### src/tcce_pkg.sv
// shared types and constants of the text console cell engine
// used by tcce_ctrl, text_console_cell_engine_unit and the testbench; depends on nothing

package tcce_pkg;

  // store geometry
  localparam int MAX_COLUMNS = 80;
  localparam int MAX_ROWS    = 25;
  localparam int STORE_CELLS = MAX_COLUMNS * MAX_ROWS;
  localparam int ADDR_W      = $clog2(STORE_CELLS);
  localparam int CELL_W      = 16;

  // field widths fixed by the interface
  localparam int COL_W   = 7;
  localparam int ROW_W   = 5;
  localparam int ATTR_W  = 8;
  localparam int PITCH_W = 11;
  localparam int CFG_W   = 11;
  localparam int OFS_W   = 16;

  // request codes
  localparam logic [1:0] REQ_PUT   = 2'd0;
  localparam logic [1:0] REQ_CLEAR = 2'd1;
  localparam logic [1:0] REQ_READ  = 2'd2;

  // register indexes
  localparam logic [1:0] REG_LINE_LENGTH = 2'd0;
  localparam logic [1:0] REG_ROW_COUNT   = 2'd1;
  localparam logic [1:0] REG_TEXT_ATTR   = 2'd2;
  localparam logic [1:0] REG_DISP_PITCH  = 2'd3;

  // control characters
  localparam logic [7:0] CH_LF    = 8'd10;
  localparam logic [7:0] CH_CR    = 8'd13;
  localparam logic [7:0] CH_BS    = 8'd8;
  localparam logic [7:0] CH_SPACE = 8'd32;

  // register reset values
  localparam logic [COL_W-1:0]   LINE_LENGTH_RST = COL_W'(MAX_COLUMNS);
  localparam logic [ROW_W-1:0]   ROW_COUNT_RST   = ROW_W'(MAX_ROWS);
  localparam logic [ATTR_W-1:0]  TEXT_ATTR_RST   = 8'h0F;
  localparam logic [PITCH_W-1:0] DISP_PITCH_RST  = PITCH_W'(MAX_COLUMNS);
  localparam logic [CELL_W-1:0]  RESET_CELL      = {TEXT_ATTR_RST, CH_SPACE};

  // effective geometry after clamping
  typedef struct packed {
    logic [COL_W-1:0]   cols;
    logic [ROW_W-1:0]   rows;
    logic [ATTR_W-1:0]  attr;
    logic [PITCH_W-1:0] pitch;
  } geom_t;

  // store access from the sequencer
  typedef struct packed {
    logic              we;
    logic [ADDR_W-1:0] waddr;
    logic [CELL_W-1:0] wdata;
    logic              re;
    logic [ADDR_W-1:0] raddr;
  } mem_req_t;

  // one result item
  typedef struct packed {
    logic [ROW_W-1:0]  cursor_row;
    logic [COL_W-1:0]  cursor_col;
    logic [ADDR_W-1:0] cursor_position;
    logic              cell_written;
    logic [ADDR_W-1:0] cell_address;
    logic [CELL_W-1:0] cell_value;
    logic [OFS_W-1:0]  display_offset;
    logic              redraw_needed;
  } result_t;

endpackage

### src/tcce_ctrl.sv
// request sequencer: cursor, cell writes, scroll copy, clear and init sweeps
// depends on tcce_pkg; drives the cell store through a mem_req_t

module tcce_ctrl (
  input  logic                           clk,
  input  logic                           rst_n,
  input  tcce_pkg::geom_t                geom,
  input  logic                           in_valid,
  output logic                           in_ready,
  input  logic [1:0]                     in_req_type,
  input  logic [7:0]                     in_char_code,
  input  logic [tcce_pkg::ADDR_W-1:0]    in_cell_index,
  output tcce_pkg::mem_req_t             mem_req,
  input  logic [tcce_pkg::CELL_W-1:0]    mem_rdata,
  output logic                           res_valid,
  input  logic                           res_ready,
  output tcce_pkg::result_t              res
);
  import tcce_pkg::*;

  typedef enum logic [2:0] {
    S_INIT, S_IDLE, S_EXEC, S_RDATA, S_COPY, S_FILL, S_CLEAR, S_DONE
  } state_t;

  state_t              state_r;
  logic [ROW_W-1:0]    row_r;
  logic [COL_W-1:0]    col_r;
  logic [1:0]          req_r;
  logic [7:0]          ch_r;
  logic [ADDR_W-1:0]   idx_r;
  logic [ADDR_W-1:0]   cnt_r;
  logic                pend_r;
  logic [ADDR_W-1:0]   pend_addr_r;
  logic [ADDR_W-1:0]   moved_r;
  logic                written_r;
  logic [ADDR_W-1:0]   addr_r;
  logic [CELL_W-1:0]   value_r;
  logic [OFS_W-1:0]    offset_r;
  logic                redraw_r;

  logic [ADDR_W:0]     row_x_cols;
  logic [ADDR_W:0]     cell_lin;
  logic [OFS_W:0]      disp_lin;
  logic [ADDR_W:0]     moved_lin;
  logic [ROW_W-1:0]    row_clamp;
  logic [COL_W-1:0]    col_clamp;
  logic                last_row;
  logic                line_end;
  logic                cnt_last;
  logic                fill_last;
  logic [CELL_W-1:0]   blank_cell;
  logic [CELL_W-1:0]   put_cell;
  logic                is_ctrl_char;

  // cursor arithmetic, one multiplier per product
  always_comb begin
    row_x_cols   = (ADDR_W + 1)'(row_r) * (ADDR_W + 1)'(geom.cols);
    cell_lin     = row_x_cols + (ADDR_W + 1)'(col_r);
    disp_lin     = (OFS_W + 1)'(row_r) * (OFS_W + 1)'(geom.pitch) + (OFS_W + 1)'(col_r);
    moved_lin    = (ADDR_W + 1)'(geom.rows - ROW_W'(1)) * (ADDR_W + 1)'(geom.cols);
    row_clamp    = (row_r >= geom.rows) ? geom.rows - ROW_W'(1) : row_r;
    col_clamp    = (col_r >= geom.cols) ? geom.cols - COL_W'(1) : col_r;
    last_row     = ((ROW_W + 1)'(row_r) + (ROW_W + 1)'(1)) >= (ROW_W + 1)'(geom.rows);
    line_end     = ((COL_W + 1)'(col_r) + (COL_W + 1)'(1)) >= (COL_W + 1)'(geom.cols);
    cnt_last     = (cnt_r == ADDR_W'(STORE_CELLS - 1));
    fill_last    = ((ADDR_W + 1)'(cnt_r) + (ADDR_W + 1)'(1)) ==
                   ((ADDR_W + 1)'(moved_r) + (ADDR_W + 1)'(geom.cols));
    blank_cell   = {geom.attr, CH_SPACE};
    put_cell     = {geom.attr, ch_r};
    is_ctrl_char = (ch_r == CH_LF) || (ch_r == CH_CR) || (ch_r == CH_BS);
  end

  // store access per state
  always_comb begin
    mem_req = '0;
    case (state_r)
      S_INIT: begin
        mem_req.we    = 1'b1;
        mem_req.waddr = cnt_r;
        mem_req.wdata = RESET_CELL;
      end
      S_CLEAR: begin
        mem_req.we    = 1'b1;
        mem_req.waddr = cnt_r;
        mem_req.wdata = blank_cell;
      end
      S_EXEC: begin
        if (req_r == REQ_PUT && !is_ctrl_char) begin
          mem_req.we    = 1'b1;
          mem_req.waddr = cell_lin[ADDR_W-1:0];
          mem_req.wdata = put_cell;
        end
        if (req_r == REQ_READ && idx_r < ADDR_W'(STORE_CELLS)) begin
          mem_req.re    = 1'b1;
          mem_req.raddr = idx_r;
        end
      end
      S_COPY: begin
        // read one row ahead, write back the word read last cycle
        if (cnt_r < moved_r) begin
          mem_req.re    = 1'b1;
          mem_req.raddr = cnt_r + ADDR_W'(geom.cols);
        end
        if (pend_r) begin
          mem_req.we    = 1'b1;
          mem_req.waddr = pend_addr_r;
          mem_req.wdata = mem_rdata;
        end
      end
      S_FILL: begin
        mem_req.we    = 1'b1;
        mem_req.waddr = cnt_r;
        mem_req.wdata = blank_cell;
      end
      default: ;
    endcase
  end

  // handshakes and result
  always_comb begin
    in_ready            = (state_r == S_IDLE);
    res_valid           = (state_r == S_DONE);
    res.cursor_row      = row_r;
    res.cursor_col      = col_r;
    res.cursor_position = cell_lin[ADDR_W-1:0];
    res.cell_written    = written_r;
    res.cell_address    = addr_r;
    res.cell_value      = value_r;
    res.display_offset  = offset_r;
    res.redraw_needed   = redraw_r;
  end

  // sequencer
  always_ff @(posedge clk) begin
    if (!rst_n) begin
      state_r <= S_INIT;
      cnt_r   <= '0;
      row_r   <= '0;
      col_r   <= '0;
      pend_r  <= 1'b0;
    end else begin
      unique case (state_r)
        S_INIT: begin
          cnt_r <= cnt_last ? '0 : cnt_r + ADDR_W'(1);
          if (cnt_last) begin
            state_r <= S_IDLE;
          end
        end
        S_IDLE: begin
          if (in_valid) begin
            req_r     <= in_req_type;
            ch_r      <= in_char_code;
            idx_r     <= in_cell_index;
            row_r     <= row_clamp;
            col_r     <= col_clamp;
            written_r <= 1'b0;
            addr_r    <= '0;
            value_r   <= '0;
            offset_r  <= '0;
            redraw_r  <= 1'b0;
            state_r   <= S_EXEC;
          end
        end
        S_EXEC: begin
          state_r <= S_DONE;
          case (req_r)
            REQ_PUT: begin
              if (ch_r == CH_CR) begin
                col_r <= '0;
              end else if (ch_r == CH_BS) begin
                if (col_r != '0) begin
                  col_r <= col_r - COL_W'(1);
                end
              end else begin
                if (ch_r != CH_LF) begin
                  written_r <= 1'b1;
                  addr_r    <= cell_lin[ADDR_W-1:0];
                  value_r   <= put_cell;
                  offset_r  <= disp_lin[OFS_W-1:0];
                end
                if (ch_r == CH_LF || line_end) begin
                  // new line, scrolling past the last row
                  col_r <= '0;
                  if (last_row) begin
                    redraw_r <= 1'b1;
                    cnt_r    <= '0;
                    pend_r   <= 1'b0;
                    moved_r  <= moved_lin[ADDR_W-1:0];
                    state_r  <= S_COPY;
                  end else begin
                    row_r <= row_r + ROW_W'(1);
                  end
                end else begin
                  col_r <= col_r + COL_W'(1);
                end
              end
            end
            REQ_CLEAR: begin
              row_r    <= '0;
              col_r    <= '0;
              redraw_r <= 1'b1;
              cnt_r    <= '0;
              state_r  <= S_CLEAR;
            end
            REQ_READ: begin
              addr_r <= idx_r;
              if (idx_r < ADDR_W'(STORE_CELLS)) begin
                state_r <= S_RDATA;
              end
            end
            default: ;
          endcase
        end
        S_RDATA: begin
          value_r <= mem_rdata;
          state_r <= S_DONE;
        end
        S_COPY: begin
          if (cnt_r < moved_r) begin
            pend_r      <= 1'b1;
            pend_addr_r <= cnt_r;
            cnt_r       <= cnt_r + ADDR_W'(1);
          end else begin
            pend_r <= 1'b0;
            if (!pend_r) begin
              state_r <= S_FILL;
            end
          end
        end
        S_FILL: begin
          cnt_r <= cnt_r + ADDR_W'(1);
          if (fill_last) begin
            state_r <= S_DONE;
          end
        end
        S_CLEAR: begin
          cnt_r <= cnt_last ? '0 : cnt_r + ADDR_W'(1);
          if (cnt_last) begin
            state_r <= S_DONE;
          end
        end
        S_DONE: begin
          if (res_ready) begin
            state_r <= S_IDLE;
          end
        end
        default: state_r <= S_IDLE;
      endcase
    end
  end

endmodule

### config.mk
export PLATFORM = sky130hd
export DESIGN_NAME = tcce_ctrl
export DESIGN_NICKNAME = d
export VERILOG_FILES = /design/src/tcce_pkg.sv /design/src/tcce_ctrl.sv
export SDC_FILE = /design/constraint.sdc
export NUM_CORES = 1
export LEC_CHECK = 0
export BUFFER_PORTS_ARGS = -buffer_cell sky130_fd_sc_hd__clkbuf_2
export CORE_AREA = 2 2 222 224
export DETAILED_ROUTE_END_ITERATION = 6
export DIE_AREA = 0 0 224 226
export PLACE_DENSITY = 0.4
export SLEW_MARGIN = 15
export SYNTH_ARGS = -nofsm -noshare
export SYNTH_HDL_FRONTEND = slang
export SYNTH_SLANG_ARGS = --single-unit
### constraint.sdc
create_clock -name clk -period 6.05 [get_ports clk]
set_clock_uncertainty 0.15 [all_clocks]
set_input_delay 0.3025 -clock clk [delete_from_list [all_inputs] [get_ports clk]]
set_output_delay 0.3025 -clock clk [all_outputs]
set_load 0.1 [all_outputs]
Word-level counts from Yosys, hierarchy flattened
Index checks and enable logic that the tools add are counted.
- $add $sub $neg: 14
- multiply operators: 3
- magnitude comparators: 6
- equality and inequality tests: 40
- muxes and demuxes: 80
- bitwise gates (word level): 2
- reductions and logical operators: 27
- operator list (kind ; count):
    16-bit 2-to-1 mux ; 9
    28-bit one-hot mux with 4 select lines ; 1
    11-bit 2-to-1 mux ; 10
    11-bit one-hot mux with 2 select lines ; 3
    28-bit 2-to-1 mux ; 2
    16-bit one-hot mux with 3 select lines ; 1
    11-bit one-hot mux with 4 select lines ; 1
    7-bit 2-to-1 mux ; 6
    7-bit AND reduction ; 6
    16-bit one-hot mux with 2 select lines ; 1
    5-bit 2-to-1 mux ; 6
    7-bit one-hot mux with 2 select lines ; 2
    2-bit != test (second input constant) ; 13
    8-bit by 4-bit equality test with 1-bit output (second input constant) ; 3
    12-bit 2-to-1 mux ; 2
    3-bit 2-to-1 mux ; 8
    12-bit one-hot mux with 2 select lines ; 1
    3-bit one-hot mux with 8 select lines ; 1
    11-bit by 7-bit adder with 11-bit output ; 2
    3-bit != test (second input constant) ; 7
    5-bit one-hot mux with 2 select lines ; 2
    16-bit by 7-bit adder with 16-bit output ; 1
    5-bit by 11-bit multiplier with 16-bit output ; 1
    8-bit AND reduction ; 2
    other kinds (47) ; 81
- flip-flop bits (word level): 115
- bits of input ports: 72
- logic and storage cells: 187

Depth between registers and ports, before layout
Gate-level depths: netlist (run 1).
- depth in word-level cells: 8
- gate-level depth with buffers: 21
- gate-level depth less buffers: 20

Worst setup path before layout (run 1)
No wires, ideal clock.
- path kind: reg-to-output
- start: register row_r[4]
- end: output mem_req[38] (netlist name)
- arrival: 6.857 ns
- required time: 5.597 ns
- path slack: -1.260 ns
- cell stages (with the launch flop): 16
- path buffers: 2
- cells stage by stage: dfxtp_1 -> clkbuf_1 -> clkbuf_1 -> nand2_1 -> fa_1 -> fa_1 -> fa_1 -> inv_1 -> ha_1 -> a21o_1 -> a21oi_1 -> o21bai_1 -> a2111oi_0 -> nor2_1 -> xor2_1 -> a21o_1
- RTL lines (what ; line ; RTL):
    from (decl) ; tcce_ctrl.sv:26 ; logic [ROW_W-1:0] row_r;
    from (signal assigned) ; tcce_ctrl.sv:154 ; row_r <= row_clamp;
    from (signal assigned) ; tcce_ctrl.sv:191 ; row_r <= row_r + ROW_W'(1);
    to (decl) ; tcce_ctrl.sv:13 ; output tcce_pkg::mem_req_t mem_req,

==> impl_results.md, run 1 <==
* Crit path to: mem_req[38]
* Final Instance Area at 0.0145 mm^2
* Iteration-0 DRC Markers at 602
* Register bit total from synthesis at 115
* Most frequent cells in the layout: clkbuf_2 (181), inv_1 (141), ha_1 (127), nand2_1 (98), nor2_1 (92)
* Worst Path Required at 5.60 ns
* Gr ovfl total at 0
* Least-Margin Pin Slew at 1.04 ns
* DR pass1 iterations at 5
* Slew Limit Fails at 0
* Final non-filler cell total at 2106
* Peak ir drop on the vdd network at around 260 uV
* Cts repair resizes at 0
* Detailed Route WL at 41.9 mm
* Final ANT Viol Nets at 0
* Final core occ at 30.1%
* DIE AREA at 0.0506 mm^2
* Boundary Pins at ~180
* Port-buffer cells at 181
* Area contributors post-synth: edfxtp_1 (22%), ha_1 (13%), fa_1 (13%)
* CTS Hold Bufs at 31
* Slowest CP cell: fa_1
* Worst-path clk slew at 0.06 ns
* Worst r2r src: row_r[4]
* Vias per cell at 4.86
* Slowest Stage Delay on Critical Path at 0.59 ns
* Fraction of layout cells with a size suffix above 1 at 19.4%
* Pre-CTS setup slack at 0.835 ns
* Synth async-reset ratio at 0%
* Post-DP Area at 0.0136 mm^2
* Initial antenna violation count at 1
* PnR worst setup slack at 0.347 ns
* Power per cell area at 393 mW/mm^2
* Syn avg cell area at 9.44 um^2
* # H-tree levels at 4
* Leakage at 6.75 nW
* Max-cap viol count at 0
* GRT Total Usage at roughly 17%
* Row cnt at 81
* Root buf cell: clkbuf_16
* Dominant cell type by area after synthesis: edfxtp_1
* CP bufs+invs at 3
* Routability Congestion at approximately 0.8
* CTS tree: built
* Yosys top cell area share at 22.1%
* Starting Density at between 20% and 30%
* Synth Cell Area at 0.0119 mm^2
* Final #Nets at 1748
* Via count at approximately 10000
* Post-CTS Setup Bufs at 0
* Final Hold Fails at 0
* Status: complete, no violations
* Netlist cell types at 91
* Chip height at 226 um
* Width of the die at between 200 and 250 um
* Fmax at between 0.15 and 0.2 GHz
* Most common cell after layout, fill and taps aside: clkbuf_2
* WL per Instance at 19.9 um
* DRC Markers at 0
* Synthesis warning total at 0
* Area Overhead vs Synth at 21.8%
* Startpoint types: register
* Fin Setup TNS at 0 ns
* Total CTS buffers at 17
* Max FO, Critical Path at 8
* EDFF count, synth at 88
* Core Area at 0.0483 mm^2
* Clock Latency Late Sink at 0.46 ns
* Largest net degree at the start of global routing at 39
* R2R Setup Slk at 1.07 ns
* Critical path origin: col_r[4]
* # diodes at 0
* CTS sink count at between 100 and 150
* Crit path kind: register to output port
* Crit. End Element: output port
* DP Wirelength at between 30 and 40 mm
* CP Depth at 14
* Seq/Total Area, Yosys at 26.7%
* Syn Nets at approximately 1500
* Largest delay share family, worst path: adder cells
* Vias in the first global route at between 10000 and 15000
* Max_slew headroom at 30.7%
* WP data arrival at 5.25 ns
* Worst-path cell chain: inv_1 > fa_1 > fa_1 > fa_1 > inv_1 > ha_1 > a21o_1 > a21oi_1 > o21bai_1 > a2111oi_0 > nor2_1 > xor2_2 > a21o_1 > clkbuf_2
* Period utilization at between 90% and 100%
* Final critical-path required period at 5.70 ns
* Final Setup Violations at 0
* Worst min path class: input port to register
* RSZ-0062 raised after global routing: no
* Reg-to-reg endpoint: offset_r[14]
* # placed instances at 2043
* CP dominant cell by count: fa_1
* Cells after Synth at 1265
* Maximum buffer depth of the clock tree at 2
* Main synth FF type: edfxtp_1
* Register-to-Register Path Depth at 14
* First-pass GRT wire length at 63.5 mm
==> through the flow <==
step | power [mW] | hold WS, ns
2_1_floorplan | 3.82 | 0.251
3_5_place_dp | 4.66 | 0.322
6_report | 5.72 | 0.0189
5_1_grt | 6.09 | 0.0111
4_1_cts | 5.78 | 0.00117
3_3_place_gp | 4.66 | 0.316
==> where the power goes <==
group          leakage (nW)  switching [mW]  internal (mW)
registers              1.03           0.117          0.965
logic                  5.42            2.64          0.927
clock network         0.296           0.449          0.620
==> flip-flops by register name (all words and copies together), names as in the netlist, 2 cells and up <==
signal / count
state_r: 3
row_r: 5
cnt_r: 11
pend_addr_r: 11
moved_r: 11
addr_r: 11
offset_r: 16
req_r: 2
idx_r: 11
col_r: 7
ch_r: 8
value_r: 16
==> how the worst min path moves through the flow <==
stage | start | to | slack, ns | cells after the start
after global placement | pend_r | pend_r | 0.32 | 2
after global routing | geom[15] | value_r[12] | 0.01 | 2
final | mem_rdata[6] | value_r[6] | 0.02 | 2
after CTS | mem_rdata[6] | value_r[6] | 0.001 | 2
after floorplan | in_char_code[0] | ch_r[0] | 0.25 | 0
after detailed placement | pend_r | pend_r | 0.32 | 2
==> worst register-to-register path: cells and delay by family (launching register included) <==
kind	cells	cell delay (ns)
AND/OR/NAND/NOR	4	0.64
buffers and inverters	2	0.37
adder cells (fa/ha/maj)	4	1.91
flip-flops	1	0.51
AO/OA/AOI/OAI	4	1.15
==> cell type report <==
type	instances	area, um^2
Timing Repair Buffer	242	1440
Sequential cell	115	3180
Inverter	152	581
Fill cell	5137	33800
Clock inverter	14	169
Tap cell	622	778
Multi-Input combinational cell	943	7960
Clock buffer	18	429
==> synthesized netlist by cell type (7+ instances only) <==
cell type and number:
mux2i_1 12, fa_1 78, and2_1 65, nand3_1 30
o311a_1 10, edfxtp_1 88, a222oi_1 8, nor2_1 93
a41o_1 7, xnor2_1 58, nor3_1 25, clkbuf_1 35
buf_4 7, ha_1 127, a21oi_1 51, a22o_1 30
or3_1 9, xor2_1 26, and3_1 7, nand2_1 98
a21o_1 19, nor2b_1 10, o21ai_0 34, dfxtp_1 27
nand4_1 10, inv_1 141, a211oi_1 10, or2_2 7
==> cell families after synthesis <==
kind of cell | after synthesis | synth area share [%]
AOI/OAI and AO/OA | 254 | 15.9
muxes | 16 | 1.42
DFF | 115 | 26.7
buffers and inverters | 207 | 7.22
and+or+nand+nor | 384 | 16.3
xor gates and xnor gates | 84 | 6.16
adders and majority gates | 205 | 26.4
==> routing by layer <==
| metal | up-vias | global-route usage (%) | routed length (um) |
|---|---|---|---|
| met5 | - | 0 | 11 |
| met4 | 2 | 4.34 | 666 |
| met3 | 38 | 3.32 | 2170 |
| met2 | 286 | 26.2 | 18500 |
| met1 | 5041 | 23.4 | 20500 |
| li1 | 4865 | - | - |
(Power assumes the default switching activity.)
==> run 2: changes to the inputs <==
CORE_AREA = 2 2 146 148   (was 2 2 222 224)
DIE_AREA = 0 0 148 150   (was 0 0 224 226)
PLACE_DENSITY = 0.8   (was 0.4)
==> impl_results.md, run 2 (synthesized netlist as in run 1, its figures left out) <==
* Period utilization at around 96%
* Clock group share of total power at 18.6%
* Slowest CP cell: dfxtp_1
* Sequential power share at 19.5%
* WP data arrival at roughly 5.3 ns
* Worst Path Required at roughly 5.6 ns
* Largest delay share family, worst path: adder cells
* RSZ-0062 raised after global routing: no
* Power per cell area at 407 mW/mm^2
* Post-DP Area at 0.0131 mm^2
* Max FO, Critical Path at 23
* Port-buffer cells at 181
* WL met1 at 14.7 mm
* Sw Share at ~55%
* Fmax at between 0.15 and 0.2 GHz
* Detailed Route WL at 35.9 mm
* Row cnt at 53
* Core Area at 0.0207 mm^2
* CP dominant cell by count: fa_1
* Startpoint types: register
* Slew Limit Fails at 0
* Top flop regs: offset_r x16, value_r x16
* Width of the die at 148 um
* Slowest Stage Delay on Critical Path at 0.82 ns
* Maximum buffer depth of the clock tree at 2
* Initial antenna violation count at 0
* Leakage at 6.63 nW
* Final Hold Fails at 0
* Fraction of layout cells with a size suffix above 1 at 18.8%
* DP Wirelength at around 27 mm
* DRC Markers at 0
* Iteration-0 DRC Markers at 991
* Final Instance Area at 0.0139 mm^2
* Tot Pwr at 5.66 mW
* DR pass1 iterations at 5
* CTS tree: built
* Final critical-path required period at ~5.8 ns
* Total CTS buffers at 17
* First-pass GRT wire length at 55.2 mm
* GRT Total Usage at 32.5%
* Switch Pwr at 3.13 mW
* Status: complete, no violations
* Most common cell after layout, fill and taps aside: clkbuf_2
* Highest Signal Layer: met4
* Final #Nets at 1724
* Gr ovfl total at 0
* Final Setup Violations at 0
* CTS sink count at 115
* Met3 Wirelength at roughly 3.4 mm
* CP bufs+invs at 2
* Worst-path cell chain: nand2_1 > fa_1 > fa_1 > fa_1 > inv_1 > ha_1 > a21o_1 > a21oi_1 > o21bai_1 > a2111oi_0 > nor2_1 > xor2_2 > a21o_1 > clkbuf_2
* DIE AREA at 0.0222 mm^2
* Clock Latency Late Sink at ~0.43 ns
* Worst min path class: input port to register
* Area Overhead vs Synth at 16.5%
* Final ANT Viol Nets at 0
* # diodes at 0
* Largest net degree at the start of global routing at 39
* WL met2 at 16.2 mm
* Via count at 10358
* Crit. End Element: output port
* Chip height at 150 um
* Worst-path clk slew at 0.06 ns
* Max-cap viol count at 0
* # H-tree levels at 4
* CTS Hold Bufs at 21
* Cts repair resizes at 0
* Pint at 2.53 mW
* Boundary Pins at between 150 and 200
* Root buf cell: clkbuf_16
* Peak ir drop on the vdd network at ~350 uV
* Vias in the first global route at 9941
* Crit path kind: register to output port
* Vias per cell at 5.97
* Max_slew headroom at 22.7%
* Routability Congestion at 0.972
* Starting Density at 57.7%
* Post-CTS Setup Bufs at 0
* Most frequent cells in the layout: clkbuf_2 (181), inv_1 (141), ha_1 (127), nand2_1 (98), nor2_1 (91)
* Combinational share of power at 61.8%
* WL per Instance at around 21 um
* Least-Margin Pin Slew at approximately 1.2 ns
==> run 2: per-stage QoR <==
| stage | setup TNS (ns) | cells | utilization [%] | hold WS [ns] | setup slack, ns |
|---|---|---|---|---|---|
| finish | 0 | 1735 | 67.2 | 0.0415 | 0.272 |
| global route | 0 | 1735 | 67.2 | 0.0400 | 0.00889 |
| CTS | 0 | 1735 | 67.2 | 0.0322 | 0.298 |
| detailed placement | 0 | 1682 | 63.2 | 0.324 | 0.585 |
| global placement | 0 | 1682 | 63.2 | 0.309 | 0.807 |
| floorplan | -2.07 | 1265 | - | 0.251 | -0.728 |
==> run 2: worst reg2reg max path, cell delays in order, from the launching register on <==
cell,delay [ns]
dfxtp_1,0.69
buf_4,0.29
nand2_1,0.10
fa_1,0.53
fa_1,0.53
fa_1,0.55
inv_1,0.04
ha_1,0.32
a21o_1,0.19
a21o_1,0.21
a2111oi_0,0.58
nor3_1,0.16
nor3_1,0.28
o21a_1,0.16
nor3_1,0.04
==> run 2: routing by layer <==
| layer | up-vias | GRT usage, % |
|---|---|---|
| met3 | 84 | 5.91 |
| met4 | 0 | 15.1 |
| met5 | - | 0 |
| met1 | 4877 | 43.8 |
| li1 | 4794 | - |
| met2 | 603 | 51.2 |
==> run 2: area by class of cell <==
| cell class | instances | area, um^2 |
|---|---|---|
| Inverter | 152 | 581 |
| Tap cell | 275 | 344 |
| Sequential cell | 115 | 3180 |
| Clock buffer | 18 | 429 |
| Clock inverter | 14 | 178 |
| Fill cell | 1637 | 6780 |
| Multi-Input combinational cell | 943 | 7960 |
| Timing Repair Buffer | 218 | 1240 |
==> run 2: final timing paths <==
path / startpoint / slack (ns) / cells after the start / endpoint
setup reg to reg: row_r[4] / 0.95 / 14 / offset_r[14]
hold reg to reg: pend_r / 0.34 / 2 / pend_r
hold / removal: mem_rdata[8] / 0.04 / 2 / value_r[8]
setup / recovery: row_r[1] / 0.27 / 14 / mem_req[38]
==> run 2: power groups by stage <==
stage          combinational, mW  sequential, mW  clock [mW]
6_report                    3.50            1.11        1.05
5_1_grt                     3.74            1.11        1.09
4_1_cts                     3.47            1.10        1.05
3_5_place_dp                3.42            1.12           0
3_3_place_gp                3.37            1.11           0
2_1_floorplan               2.44            1.38           0
==> run 3: changes to the inputs <==
CORE_AREA = 2 2 168 129   (was 2 2 146 148)
DIE_AREA = 0 0 170 131   (was 0 0 148 150)
==> impl_results.md, run 3 (synthesized netlist as in run 1, its figures left out) <==
* Final non-filler cell total at 1725
* # diodes at 0
* Core Area at 0.0207 mm^2
* Final Instance Area at 0.0140 mm^2
* R2R Setup Slk at 1.06 ns
* Highest Signal Layer: met4
* Post-DP Area at 0.0131 mm^2
* Least-Margin Pin Slew at 1.13 ns
* Area Overhead vs Synth at 17.0%
* Most common cell after layout, fill and taps aside: clkbuf_2
* Worst Path Required at 5.60 ns
* Switch Pwr at 3.12 mW
* Tot Pwr at 5.74 mW
* Final #Nets at about 1700
* Cts repair resizes at 0
* CTS sink count at 115
* DR pass1 iterations at 7
* Vias in the first global route at 10069
* WL met2 at 14.9 mm
* WL per Instance at 20.1 um
* DP Wirelength at approximately 26 mm
* # H-tree levels at 4
* Slowest CP cell: fa_1
* Final critical-path required period at 5.64 ns
* Starting Density at between 50% and 60%
* Pint at 2.62 mW
* Row cnt at 46
* DRC Markers at 0
* RSZ-0062 raised after global routing: no
* Gr ovfl total at 0
* Startpoint types: register
* Crit. End Element: output port
* Largest net degree at the start of global routing at 39
* Status: complete, no violations
* Routability Congestion at 0.959
* Reg-to-reg endpoint: offset_r[14]
* CP dominant cell by count: fa_1
* Met3 Wirelength at about 4.5 mm
* CTS tree: built
* # placed instances at 1672
* Width of the die at around 170 um
* HP Start: mem_rdata[5]
* Peak ir drop on the vdd network at 364 uV
* Worst min path class: input port to register
* Leakage at 6.67 nW
* Worst-path cell chain: inv_1 > fa_1 > fa_1 > fa_1 > inv_1 > ha_1 > a21o_1 > a21oi_1 > o21bai_1 > a2111oi_0 > nor2_1 > xor2_2 > a21o_1 > clkbuf_2
* Power per cell area at 411 mW/mm^2
* Via count at about 11000
* Root buf cell: clkbuf_16
* Worst-path clk slew at approximately 0.070 ns
* Max FO, Critical Path at 8
* Max_slew headroom at 24.6%
* Crit path kind: register to output port
* Combinational share of power at 61.0%
* Slowest Stage Delay on Critical Path at 0.62 ns
* Worst r2r src: row_r[2]
* Hold Crit Depth at 2
* Final Setup Violations at 0
* Sequential power share at a little under a fifth
* WL met1 at 14.5 mm
* Fraction of layout cells with a size suffix above 1 at 18.9%
* Detailed Route WL at 34.7 mm
* Sw Share at between 50% and 60%
* Period utilization at 93.2%
* Top flop regs: offset_r x16, value_r x16
* Final core occ at 67.4%
* Initial antenna violation count at 0
* Clock Latency Late Sink at around 0.43 ns
* Clock group share of total power at 20.3%
* Final ANT Viol Nets at 0
* Max-cap viol count at 0
* Maximum buffer depth of the clock tree at 2
* Fin Setup TNS at 0 ns
* WP data arrival at 5.18 ns
* Most frequent cells in the layout: clkbuf_2 (181), inv_1 (141), ha_1 (127), nand2_1 (98), nor2_1 (92)
* GRT Total Usage at about a third
* Register-to-Register Path Depth at 14
* Chip height at around 130 um
* Vias per cell at 6.09
* Final Hold Fails at 0
* First-pass GRT wire length at 54.1 mm
* Worst hold endpoint: value_r[5]
* Total CTS buffers at 17
* Boundary Pins at 182
* Slew Limit Fails at 0
* Fmax at ~0.18 GHz
* Port-buffer cells at 181
* DIE AREA at 0.0223 mm^2
* Iteration-0 DRC Markers at approximately 1200
* Post-CTS Setup Bufs at 0
[run 3: layer usage]
layer,vias to the layer above,track usage [%]
met4,0,10.9
met3,80,10.1
met1,4929,43.5
li1,4818,-
met5,-,0
met2,680,46.9
[run 3: per-stage QoR]
step,hold slack (ns),setup WS (ns)
5_1_grt,0.0369,0.177
4_1_cts,0.0250,0.498
3_5_place_dp,0.318,0.606
3_3_place_gp,0.326,0.779
6_report,0.0292,0.413
2_1_floorplan,0.251,-0.728
[run 3: worst max-delay path by stage]
stage | cells past startpoint | startpoint | slack, ns | to
2_1_floorplan | 13 | row_r[4] | -0.73 | mem_req[34]
3_3_place_gp | 17 | geom[27] | 0.78 | mem_req[38]
3_5_place_dp | 19 | geom[19] | 0.61 | moved_r[10]
4_1_cts | 14 | col_r[4] | 0.50 | mem_req[38]
5_1_grt | 16 | row_r[0] | 0.18 | mem_req[38]
6_report | 14 | col_r[4] | 0.41 | mem_req[38]
[run 3: final cells by class]
class	instances	area (um^2)
clock buffers	17	425
clock inverters	15	245
fillers	1564	6750
inverters	152	581
multi-input cells	943	7960
flip-flops and latches	115	3180
well taps	264	330
repair buffers	219	1240
[run 3: what timing repair did]
action                                  4_1_cts  5_1_grt
endpoints found under the setup margin        0        0
endpoints found under the hold margin        21        0
hold buffers                                 21        0
[run 3: power by group through the flow]
stage / clock network (mW) / logic, mW / registers [mW]
2_1_floorplan: 0 / 2.44 / 1.38
3_3_place_gp: 0 / 3.37 / 1.08
3_5_place_dp: 0 / 3.43 / 1.08
4_1_cts: 1.17 / 3.47 / 1.06
5_1_grt: 1.20 / 3.76 / 1.08
6_report: 1.17 / 3.51 / 1.07
[run 3: worst max-delay path, delay by kind of cell, from the launching register on]
| family | cells | cell delay [ns] |
|---|---|---|
| adders and majority gates | 4 | 1.96 |
| AOI/OAI and AO/OA | 5 | 1.10 |
| buffers and inverters | 3 | 0.73 |
| DFF | 1 | 0.54 |
| xor gates and xnor gates | 1 | 0.25 |
| and+or+nand+nor | 1 | 0.15 |
